$ cat config.mk
export PLATFORM = sky130hd
export DESIGN_NAME = dns_qname_label_decoder_flat
export DESIGN_NICKNAME = d
export VERILOG_FILES = /design/src/rtl/core/dnsq_pkg.sv /design/src/rtl/core/dnsq_if.sv /design/src/rtl/core/dns_qname_label_decoder.sv /design/src/flat_wrapper.sv
export SDC_FILE = /design/constraint.sdc
export NUM_CORES = 1
export LEC_CHECK = 0
export ABC_AREA = 1
export BUFFER_PORTS_ARGS = -buffer_cell sky130_fd_sc_hd__clkbuf_2
export CORE_MARGIN = 8
export CORE_UTILIZATION = 50
export DETAILED_ROUTE_END_ITERATION = 10
export PLACE_DENSITY = 0.68
export SYNTH_ARGS = -nofsm -noshare
export SYNTH_HDL_FRONTEND = slang
export SYNTH_SLANG_ARGS = --single-unit
$ cat constraint.sdc
create_clock -name clk -period 5.37 [get_ports clk]
set_clock_uncertainty 0.2 [all_clocks]
set_input_delay 0.537 -clock clk [delete_from_list [all_inputs] [get_ports clk]]
set_output_delay 0.537 -clock clk [all_outputs]
set_load 0.02 [all_outputs]
$ cat src/rtl/core/dnsq_pkg.sv
// Shared types and constants for the DNS question name decoder.
// No dependencies; used by the output channel interface and imported by the decoder.
`timescale 1ns / 1ps

package dnsq_pkg;

  localparam int NAME_MAX = 64;
  localparam int HDR_BYTES = 12;
  localparam int CNT_W = $clog2(NAME_MAX + 1);
  localparam int CMP_W = CNT_W + 7;
  localparam int OUT_CNT_W = 7;

  localparam logic [7:0] PTR_BITS = 8'hC0;
  localparam logic [7:0] DOT_CHAR = 8'h2E;

  typedef enum logic [1:0] {
    PH_IDLE   = 2'd0,
    PH_HEADER = 2'd1,
    PH_LENGTH = 2'd2,
    PH_LABEL  = 2'd3
  } phase_t;

  typedef enum logic [1:0] {
    ST_OK       = 2'd0,
    ST_POINTER  = 2'd1,
    ST_PAST_END = 2'd2,
    ST_TOO_LONG = 2'd3
  } status_t;

endpackage

$ cat src/rtl/core/dnsq_if.sv
// Valid/ready channel interfaces for packet bytes in and decoded results out.
// Depends on dnsq_pkg for field types.
`timescale 1ns / 1ps

interface dnsq_in_if;
  logic       valid;
  logic       ready;
  logic [7:0] data_byte;
  logic       first_byte;
  logic       last_byte;

  modport source (output valid, output data_byte, output first_byte, output last_byte,
                  input ready);
  modport sink   (input valid, input data_byte, input first_byte, input last_byte,
                  output ready);
endinterface

interface dnsq_out_if;
  logic                  valid;
  logic                  ready;
  logic [7:0]            out_char;
  logic                  char_valid;
  logic                  done_res;
  dnsq_pkg::status_t     status;
  logic [6:0]            name_length;
  logic [6:0]            consumed_count;

  modport source (output valid, output out_char, output char_valid, output done_res,
                  output status, output name_length, output consumed_count,
                  input ready);
  modport sink   (input valid, input out_char, input char_valid, input done_res,
                  input status, input name_length, input consumed_count,
                  output ready);
endinterface

$ cat src/rtl/core/dns_qname_label_decoder.sv
// DNS question name decoder: skips the header and turns wire-format labels into dotted text.
// Depends on dnsq_pkg and the channel interfaces in dnsq_if.sv.
//
// One byte is taken per cycle unless a held result stalls the input, and its result is
// registered in the next cycle. A byte is taken when the result register is empty or is
// drained in the same cycle. The terminator or an error from the last header byte on gives
// one done result; each length byte but the first gives a dot, each label byte a character,
// and other bytes none. After an error the characters already sent must be dropped
// by the user. Names are limited to NAME_MAX characters, dots included.
`timescale 1ns / 1ps

module dns_qname_label_decoder (
  input  logic       clk,
  input  logic       rst_n,
  dnsq_in_if.sink    in_chan,
  dnsq_out_if.source out_chan
);
  import dnsq_pkg::*;

  phase_t             phase_r, phase_nxt;
  logic [3:0]         header_left_r, header_left_nxt;
  logic [5:0]         label_left_r, label_left_nxt;
  logic [CNT_W-1:0]   written_r, written_nxt;
  logic [OUT_CNT_W-1:0] byte_count_r, byte_count_nxt;

  logic               out_valid_r;
  logic [7:0]         out_char_r;
  logic               char_valid_r;
  logic               done_r;
  status_t            status_r;
  logic [6:0]         name_length_r;
  logic [6:0]         consumed_r;

  logic               accept;
  phase_t             ph_eff;
  logic [3:0]         hdr_eff, hdr_dec;
  logic [CNT_W-1:0]   wr_eff;
  logic [OUT_CNT_W-1:0] bc_eff, bc_inc;
  logic [CMP_W-1:0]   need_len;
  logic               dot;
  logic [CNT_W+6:0]   wr_wide;

  logic               res_gen;
  logic [7:0]         res_char;
  logic               res_char_valid;
  logic               res_done;
  status_t            res_status;
  logic [6:0]         res_name_length;
  logic [6:0]         res_consumed;

  assign in_chan.ready = !out_valid_r || out_chan.ready;
  assign accept = in_chan.valid && in_chan.ready;

  assign ph_eff  = in_chan.first_byte ? PH_HEADER : phase_r;
  assign hdr_eff = in_chan.first_byte ? 4'(HDR_BYTES) : header_left_r;
  assign wr_eff  = in_chan.first_byte ? '0 : written_r;
  assign bc_eff  = in_chan.first_byte ? '0 : byte_count_r;
  assign hdr_dec = hdr_eff - 4'd1;
  assign bc_inc  = bc_eff + OUT_CNT_W'(1);
  assign dot     = (wr_eff != '0);
  assign need_len = CMP_W'(wr_eff) + CMP_W'(dot) + CMP_W'(in_chan.data_byte);
  assign wr_wide  = (CNT_W + 7)'(wr_eff);

  // next state
  always_comb begin
    phase_nxt       = ph_eff;
    header_left_nxt = hdr_eff;
    label_left_nxt  = in_chan.first_byte ? 6'd0 : label_left_r;
    written_nxt     = wr_eff;
    byte_count_nxt  = bc_eff;
    unique case (ph_eff)
      PH_HEADER: begin
        header_left_nxt = hdr_dec;
        if (hdr_dec == 4'd0) begin
          phase_nxt = in_chan.last_byte ? PH_IDLE : PH_LENGTH;
        end else if (in_chan.last_byte) begin
          phase_nxt = PH_IDLE;
        end
      end
      PH_LENGTH: begin
        byte_count_nxt = bc_inc;
        if (in_chan.data_byte == 8'd0 || (in_chan.data_byte & PTR_BITS) != 8'd0 ||
            in_chan.last_byte || need_len > CMP_W'(NAME_MAX)) begin
          phase_nxt = PH_IDLE;
        end else begin
          label_left_nxt = in_chan.data_byte[5:0];
          phase_nxt      = PH_LABEL;
          if (dot) begin
            written_nxt = wr_eff + CNT_W'(1);
          end
        end
      end
      PH_LABEL: begin
        byte_count_nxt = bc_inc;
        if (in_chan.last_byte) begin
          phase_nxt = PH_IDLE;
        end else begin
          written_nxt = wr_eff + CNT_W'(1);
          if (label_left_r > 6'd1 || label_left_r == 6'd0) begin
            label_left_nxt = (label_left_r == 6'd0) ? 6'd0 : label_left_r - 6'd1;
          end else begin
            label_left_nxt = 6'd0;
          end
          if (label_left_nxt == 6'd0) begin
            phase_nxt = PH_LENGTH;
          end
        end
      end
      PH_IDLE: begin
      end
      default: begin
      end
    endcase
  end

  // result
  always_comb begin
    res_gen         = 1'b0;
    res_char        = 8'd0;
    res_char_valid  = 1'b0;
    res_done        = 1'b0;
    res_status      = ST_OK;
    res_name_length = 7'd0;
    res_consumed    = 7'd0;
    unique case (ph_eff)
      PH_HEADER: begin
        if (hdr_dec == 4'd0 && in_chan.last_byte) begin
          res_gen    = 1'b1;
          res_done   = 1'b1;
          res_status = ST_PAST_END;
        end
      end
      PH_LENGTH: begin
        if (in_chan.data_byte == 8'd0) begin
          res_gen         = 1'b1;
          res_done        = 1'b1;
          res_name_length = wr_wide[6:0];
          res_consumed    = bc_inc;
        end else if ((in_chan.data_byte & PTR_BITS) != 8'd0) begin
          res_gen    = 1'b1;
          res_done   = 1'b1;
          res_status = ST_POINTER;
        end else if (in_chan.last_byte) begin
          res_gen    = 1'b1;
          res_done   = 1'b1;
          res_status = ST_PAST_END;
        end else if (need_len > CMP_W'(NAME_MAX)) begin
          res_gen    = 1'b1;
          res_done   = 1'b1;
          res_status = ST_TOO_LONG;
        end else if (dot) begin
          res_gen        = 1'b1;
          res_char       = DOT_CHAR;
          res_char_valid = 1'b1;
        end
      end
      PH_LABEL: begin
        res_gen = 1'b1;
        if (in_chan.last_byte) begin
          res_done   = 1'b1;
          res_status = ST_PAST_END;
        end else begin
          res_char       = in_chan.data_byte;
          res_char_valid = 1'b1;
        end
      end
      PH_IDLE: begin
      end
      default: begin
      end
    endcase
  end

  always_ff @(posedge clk) begin
    if (!rst_n) begin
      phase_r       <= PH_IDLE;
      header_left_r <= 4'd0;
      label_left_r  <= 6'd0;
      written_r     <= '0;
      byte_count_r  <= '0;
      out_valid_r   <= 1'b0;
    end else begin
      if (accept) begin
        phase_r       <= phase_nxt;
        header_left_r <= header_left_nxt;
        label_left_r  <= label_left_nxt;
        written_r     <= written_nxt;
        byte_count_r  <= byte_count_nxt;
        out_valid_r   <= res_gen;
      end else if (out_chan.ready) begin
        out_valid_r <= 1'b0;
      end
    end
  end

  always_ff @(posedge clk) begin
    if (accept && res_gen) begin
      out_char_r    <= res_char;
      char_valid_r  <= res_char_valid;
      done_r        <= res_done;
      status_r      <= res_status;
      name_length_r <= res_name_length;
      consumed_r    <= res_consumed;
    end
  end

  assign out_chan.valid          = out_valid_r;
  assign out_chan.out_char       = out_char_r;
  assign out_chan.char_valid     = char_valid_r;
  assign out_chan.done_res       = done_r;
  assign out_chan.status         = status_r;
  assign out_chan.name_length    = name_length_r;
  assign out_chan.consumed_count = consumed_r;

  a_ready_when_empty: assert property (@(posedge clk) disable iff (!rst_n)
    !out_valid_r |-> in_chan.ready)
    else $error("input stalled with empty result register");

  a_idle_after_done: assert property (@(posedge clk) disable iff (!rst_n)
    (accept && res_gen && res_done) |=> (phase_r == PH_IDLE))
    else $error("parser not idle after finishing a name");

  a_written_bound: assert property (@(posedge clk) disable iff (!rst_n)
    CMP_W'(written_r) <= CMP_W'(NAME_MAX))
    else $error("name length exceeds capacity");

  a_header_count: assert property (@(posedge clk) disable iff (!rst_n)
    (phase_r == PH_HEADER) |-> (header_left_r != 4'd0))
    else $error("header phase with no bytes left");

endmodule
$ cat src/flat_wrapper.sv
// flat-port wrapper written by rule: the top's interface ports become plain ports
module dns_qname_label_decoder_flat import dnsq_pkg::*;
  (clk, rst_n, in_chan_valid, in_chan_data_byte, in_chan_first_byte, in_chan_last_byte, in_chan_ready, out_chan_valid, out_chan_out_char, out_chan_char_valid, out_chan_done_res, out_chan_status, out_chan_name_length, out_chan_consumed_count, out_chan_ready);
  dnsq_in_if in_chan_i ();
  dnsq_out_if out_chan_i ();
  input  logic clk;
  input  logic rst_n;
  input wire logic [$bits(in_chan_i.valid)-1:0] in_chan_valid;
  input wire logic [$bits(in_chan_i.data_byte)-1:0] in_chan_data_byte;
  input wire logic [$bits(in_chan_i.first_byte)-1:0] in_chan_first_byte;
  input wire logic [$bits(in_chan_i.last_byte)-1:0] in_chan_last_byte;
  output wire logic [$bits(in_chan_i.ready)-1:0] in_chan_ready;
  output wire logic [$bits(out_chan_i.valid)-1:0] out_chan_valid;
  output wire logic [$bits(out_chan_i.out_char)-1:0] out_chan_out_char;
  output wire logic [$bits(out_chan_i.char_valid)-1:0] out_chan_char_valid;
  output wire logic [$bits(out_chan_i.done_res)-1:0] out_chan_done_res;
  output wire logic [$bits(out_chan_i.status)-1:0] out_chan_status;
  output wire logic [$bits(out_chan_i.name_length)-1:0] out_chan_name_length;
  output wire logic [$bits(out_chan_i.consumed_count)-1:0] out_chan_consumed_count;
  input wire logic [$bits(out_chan_i.ready)-1:0] out_chan_ready;
  assign in_chan_i.valid = in_chan_valid;
  assign in_chan_i.data_byte = in_chan_data_byte;
  assign in_chan_i.first_byte = in_chan_first_byte;
  assign in_chan_i.last_byte = in_chan_last_byte;
  assign in_chan_ready = in_chan_i.ready;
  assign out_chan_valid = out_chan_i.valid;
  assign out_chan_out_char = out_chan_i.out_char;
  assign out_chan_char_valid = out_chan_i.char_valid;
  assign out_chan_done_res = out_chan_i.done_res;
  assign out_chan_status = out_chan_i.status;
  assign out_chan_name_length = out_chan_i.name_length;
  assign out_chan_consumed_count = out_chan_i.consumed_count;
  assign out_chan_i.ready = out_chan_ready;
  dns_qname_label_decoder u_core (.clk(clk), .rst_n(rst_n), .in_chan(in_chan_i), .out_chan(out_chan_i));
endmodule
## Word level (Yosys, flattened, before mapping)

Cells that the tools add are included.

- Bits in registers: 53
- Bits of input ports: 14
- Output and inout port bits: 28
- Word-level logic and storage cells: 101

- Add/sub/neg operators: 6
- $lt $le $gt $ge: 2
- Equality and inequality tests: 3
- Multiplexer cells: 60
- Reductions and logical operators: 18

Operator list:

| operator | number |
|---|---|
| 2-to-1 mux 6 bit | 8 |
| 2-to-1 mux 7 bit | 6 |
| 2-to-1 mux 8 bit | 5 |
| 2-to-1 mux 2 bit | 13 |
| 2-to-1 mux 1 bit | 18 |
| one-hot mux 8 bit (2 select lines) | 1 |
| adder 14 x 8 -> 14 bit | 1 |
| adder 7 x 1 -> 7 bit (second input constant) | 2 |
| > comparator 14 x 7 -> 1 bit (second input constant) | 1 |
| one-hot mux 7 bit (2 select lines) | 1 |
| logical NOT 6 bit | 2 |
| one-hot mux 2 bit (3 select lines) | 2 |
| one-hot mux 6 bit (2 select lines) | 1 |
| adder 7 x 1 -> 8 bit | 1 |
| logical NOT 8 bit | 1 |
| 2-to-1 mux 4 bit | 2 |
| nonzero test 8 bit | 1 |
| nonzero test 7 bit | 1 |
| > comparator 6 x 1 -> 1 bit (second input constant) | 1 |
| one-hot mux 1 bit (3 select lines) | 2 |
| subtractor 6 x 1 -> 6 bit (second input constant) | 1 |
| logical OR 1 bit | 5 |
| equality test 2 bit (second input constant) | 2 |
| logical NOT 4 bit | 1 |
| other kinds (8) | 10 |

## Depth between registers and ports, before layout

- Depth in word-level cells: 11
- Mapped depth: 26
- Depth with buffers taken out: 25

## Least setup slack after synthesis

Ideal clock, no wire load.

- Kind: input port to flip-flop
- From: in in_chan_first_byte
- To: reg u_core.char_valid_r, in the netlist u_core.out_chan.char_valid, enable pin
- Library setup time: 0.381 ns
- Arrival: 3.387 ns
- Required time: 4.789 ns
- Path slack: 1.402 ns
- Stages: 21
- Path buffers: 1
- Cells stage by stage: buf_6 -> nor2_1 -> inv_1 -> ha_1 -> nand3b_4 -> xor2_1 -> inv_1 -> ha_1 -> inv_1 -> fa_1 -> nand2_1 -> nor2_1 -> nand3_1 -> nor2_1 -> nand2_2 -> nand2_4 -> nand4_4 -> nand2_1 -> nand3_1 -> nand2_1 -> inv_1

- Longest elaborated chain between the ends: 11
- Elaborated cells between the ends (all ways): 21
- Classes of those cells: 3 x add/sub; 1 x order compare; 3 x eq/ne; 10 x mux; 4 x reduce/logical

Ends and longest elaborated chain:

| element | RTL line | text |
|---|---|---|
| from (decl) | flat_wrapper.sv:10 | `input wire logic [$bits(in_chan_i.first_byte)-1:0] in_chan_first_byte;` |
| 2-to-1 mux 7 bit (*) | dns_qname_label_decoder.sv:56 | `assign wr_eff = in_chan.first_byte ? '0 : written_r;` |
| via u_core.wr_eff[0] | dns_qname_label_decoder.sv:37 | `logic [CNT_W-1:0] wr_eff;` |
| nonzero test 7 bit | dns_qname_label_decoder.sv:60 | `assign dot = (wr_eff != '0);` |
| adder 7 x 1 -> 8 bit | dns_qname_label_decoder.sv:61 | `assign need_len = CMP_W'(wr_eff) + CMP_W'(dot) + CMP_W'(in_chan.data_byte);` |
| adder 14 x 8 -> 14 bit | dns_qname_label_decoder.sv:61 |  |
| > comparator 14 x 7 -> 1 bit | dns_qname_label_decoder.sv:147 | `end else if (need_len > CMP_W'(NAME_MAX)) begin` |
| 2-to-1 mux 1 bit (*) | dns_qname_label_decoder.sv:147 |  |
| 2-to-1 mux 1 bit (*) | dns_qname_label_decoder.sv:143 | `end else if (in_chan.last_byte) begin` |
| 2-to-1 mux 1 bit (*) | dns_qname_label_decoder.sv:139 | `end else if ((in_chan.data_byte & PTR_BITS) != 8'd0) begin` |
| 2-to-1 mux 1 bit (*) | dns_qname_label_decoder.sv:134 | `if (in_chan.data_byte == 8'd0) begin` |
| one-hot mux 1 bit (3 select lines) (*) | dns_qname_label_decoder.sv:125 | `unique case (ph_eff)` |
| logical AND 1 bit (*) | dns_qname_label_decoder.sv:197 | `if (accept && res_gen) begin` |
| to (signal assigned) | dns_qname_label_decoder.sv:199 | `char_valid_r <= res_char_valid;` |
| to (decl) | dns_qname_label_decoder.sv:28 | `logic char_valid_r;` |

Mark *: on every way through the listed nets, which the timed path passes. The rest lies on a longest branch.
A chain may end at the register's enable or synchronous reset.

## Final worst setup path

- From: in in_chan_first_byte
- To: reg u_core.out_char_r[3], in the netlist u_core.out_chan.out_char[3], enable pin

- Longest elaborated chain between the ends: 11
- Elaborated cells between the ends (all ways): 21
- Classes of those cells: 3 x add/sub; 1 x order compare; 3 x eq/ne; 10 x mux; 4 x reduce/logical

Ends and longest elaborated chain:

| element | RTL line | text |
|---|---|---|
| 2-to-1 mux 7 bit (*) | dns_qname_label_decoder.sv:56 |  |
| via u_core.wr_eff[0] | dns_qname_label_decoder.sv:37 |  |
| nonzero test 7 bit | dns_qname_label_decoder.sv:60 |  |
| adder 7 x 1 -> 8 bit | dns_qname_label_decoder.sv:61 |  |
| adder 14 x 8 -> 14 bit | dns_qname_label_decoder.sv:61 |  |
| > comparator 14 x 7 -> 1 bit | dns_qname_label_decoder.sv:147 |  |
| 2-to-1 mux 1 bit (*) | dns_qname_label_decoder.sv:147 |  |
| 2-to-1 mux 1 bit (*) | dns_qname_label_decoder.sv:143 |  |
| 2-to-1 mux 1 bit (*) | dns_qname_label_decoder.sv:139 |  |
| 2-to-1 mux 1 bit (*) | dns_qname_label_decoder.sv:134 |  |
| one-hot mux 1 bit (3 select lines) (*) | dns_qname_label_decoder.sv:125 |  |
| logical AND 1 bit (*) | dns_qname_label_decoder.sv:197 |  |
| to (signal assigned) | dns_qname_label_decoder.sv:198 | `out_char_r <= res_char;` |
| to (decl) | dns_qname_label_decoder.sv:27 | `logic [7:0] out_char_r;` |

Marked as above.

==> results.py <==
metrics = {
    "layout": {
        "drive_gt1_share_pct": 14.2,
        "nets": 629,
        "final_common_cell": "nand2_1",
        "layout_common_cells": "113 x nand2_1, 89 x inv_1, 72 x nor2_1",
        "syn2layout_area_growth_pct": 9.24,
        "final_core_utilization_pct": 55.7,
        "n_antenna_cell": 0,
        "fin_cells": 700,
    },
    "floorplanning": {
        "start_util_pct": 51.0,
        "die_width_um": 104,
        "num_io_pins": 42,
        "die_y_um": 104,
        "rows": 32,
        "dieArea_um2": 10900,
        "core_area_um2": 7650,
    },
    "pwr": {
        "power_density_nw_per_um2": 204,
        "p_comb_share_pct": 21.3,
        "p_int_mw": 0.590,
        "p_leak_nw": 2.03,
        "peakVddDrop_v": 0.000115,
        "swShare_pct": 32.2,
        "total_power_mw": 0.870,
        "switching_power_mw": 0.280,
        "seqPwrFrac_pct": 50.6,
        "pwr-share-clk_pct": 28.2,
    },
    "cts": {
        "cts_tree": "done",
        "cts_max_path_buffers": 2,
        "clk_pin_slew_ps": 100,
        "postCtsSetupRepairBufs": 0,
        "clock_latency_ps": 330,
        "cts_root_buf": "clkbuf_8",
        "htree_levels": 2,
        "cts.sinks": 53,
        "cts_hold_buf": 0,
        "ctsResizeCount": 0,
        "cts_made_buffers": 5,
    },
    "timing": {
        "setup_tns_ps": 0,
        "tightestPinTransition_ps": 840,
        "fin_crit_ps": 4330,
        "clock.fmax_mhz": 231,
        "drv_slew": 0,
        "slew-limit-headroom_pct": 43.9,
        "grt_setup_unrepaired": "false",
        "hold_viol": 0,
        "fin_crit_sh_pct": 80.5,
        "setup_viol": 0,
    },
    "drt": {
        "num_vias": 3721,
        "viasPerCell": 5.32,
        "drc": 0,
        "wl_um": 9930,
        "drt_iter0_markers": 345,
        "ant_nets": 0,
        "firstDrtPassIters": 5,
        "wl_per_cell_um": 14.2,
    },
    "yosys": {
        "synth_top_area_cell": "edfxtp_1",
        "synth.distinct_cells": 42,
        "ys_seq_elements": 53,
        "avgSynthCellArea_um2": 6.92,
        "synth_warnings": 0,
        "syn_area_um2": 3900,
        "synth_area_leaders": "edfxtp_1 20%, dfxtp_1 14%, nand2_1 11%",
        "synthCells": 563,
        "synth_seq_area_share_pct": 33.9,
        "synth_top_area_share_pct": 20.0,
        "synth_nets": 595,
    },
    "critical_path": {
        "critical_path.top_delay_family": "simple AND/OR/NAND/NOR gates",
        "crit_type": "input port to flip-flop",
        "startpoint_type": "input port",
        "critPathArrivalTime_ps": 4070,
        "critical_path.max_stage_delay_ps": 620,
        "crit_top_cell": "inv_1",
        "crit_buf_inv": 6,
        "cp_slowest_cell": "inv_1",
        "endpoint_kind": "flip-flop",
        "crit_chain": "clkbuf_2, nor2_1, inv_1, ha_1, nand3b_4, xor2_1, inv_1, ha_1, inv_1, fa_1, inv_1, nand2_1, nand2_1, nand3_1, nand3_1, nor2_1, nand2_2, nand2_4, nand4_4, nand2_1, nand3_1, nand2_1, inv_1",
        "cp.required_ps": 5120,
        "path_max_fanout": 26,
    },
    "grt": {
        "grt_pass1_vias": 3380,
        "grt_start_max_net_pins": 35,
        "track_usage_pct": 18.0,
        "grt_overflow": 0,
        "antenna_found_initial": 0,
        "grt_pass1_wl_um": 16300,
    },
    "placement": {
        "dp_hpwl_um": 7230,
        "dpl.cell_count": 692,
        "numPortBuffers": 41,
        "gp_congestion": 0.947,
    },
    "flow_run": {
        "drv_cap": 0,
    },
    "status": {
        "outcome": "finished, final reports clean",
    },
    "min_path": {
        "hold_path.class": "flip-flop to flip-flop",
    },
}
routing by layer:
layer | track usage [%] | vias up | part of all wire [%]
met5 | 0 | - | 0
met4 | 5.38 | 0 | 1.1
met3 | 4.09 | 16 | 8.8
met2 | 28.3 | 167 | 44
met1 | 23.7 | 1640 | 46
li1 | - | 1898 | -
synth_stat cells (all sizes together):
cell and number:
nand2 118, inv 96, nor2 80, nand3 51, a21oi 40, o21ai 29
dfxtp 27, edfxtp 26, ha 17, nand4 14, xor2 13, clkbuf 12
o22ai 7, buf 6, or2 6, nor3 5, a221oi 4, a31oi 2
nand3b 2, o31ai 2, a211oi 1, a22oi 1, fa 1, o211ai 1
o221ai 1, xnor2 1
logic make-up after synthesis:
family / Yosys count / share of synthesized area (%)
buffers and inverters: 114 / 11.7
XOR/XNOR: 14 / 3.15
flip-flops: 53 / 33.9
adder cells (fa/ha/maj): 18 / 5.97
AND/OR/NAND/NOR: 276 / 32.6
AO/OA/AOI/OAI: 88 / 12.7
layout make-up:
class,instances,area (µm²)
fillers,779,3390
multi-input cells,396,2120
flip-flops and latches,53,1320
inverters,96,360
repair buffers,45,235
well taps,102,128
clock buffers,5,68.8
clock inverters,3,26.3
sequential cells by signal, indices dropped and copies added (netlist names):
register                        count
u_core.label_left_r                 6
u_core.out_chan.out_char            8
u_core.byte_count_r                 7
u_core.header_left_r                4
u_core.out_chan.char_valid          1
u_core.phase_r                      2
u_core.out_chan.valid               1
u_core.out_chan.name_length         7
u_core.out_chan.consumed_count      7
u_core.written_r                    7
u_core.out_chan.done_res            1
u_core.out_chan.status              2
worst register-to-register path, stage by stage, from the launching register on:
cell	delay [ps]
dfxtp_1	360
inv_1	70
nor2_1	300
inv_1	190
ha_1	250
nand3b_4	110
xor2_1	90
inv_1	60
ha_1	160
inv_1	50
fa_1	370
inv_1	120
nand2_1	60
nand2_1	60
nand3_1	70
nand3_1	90
nor2_1	50
nand2_2	70
nand2_4	90
nand4_4	190
nand2_1	110
nand3_1	80
nand2_1	70
inv_1	620
through the flow:
step	hold slack, ps	cell area [µm²]	setup slack, ps
floorplan	269	3900	1400
global placement	294	4160	870
detailed placement	299	4160	778
CTS	313	4260	1080
global route	335	4260	636
finish	322	4260	1040
final timing paths:
path,startpoint,to,slack (ps),cells after the start
max,in_chan_first_byte,u_core.out_chan.out_char[3],1040,23
min reg2reg,u_core.byte_count_r[1],u_core.byte_count_r[1],320,2
min,u_core.byte_count_r[1],u_core.byte_count_r[1],320,2
max reg2reg,u_core.written_r[0],u_core.out_chan.out_char[3],1090,23
power groups by stage:
stage | logic (mW) | clock network, mW | registers [mW]
6_report | 0.185 | 0.245 | 0.440
5_1_grt | 0.210 | 0.265 | 0.441
4_1_cts | 0.183 | 0.247 | 0.439
3_5_place_dp | 0.181 | 0 | 0.449
3_3_place_gp | 0.179 | 0 | 0.448
2_1_floorplan | 0.142 | 0 | 0.448
Note: power is estimated with default switching activity, not from simulation.
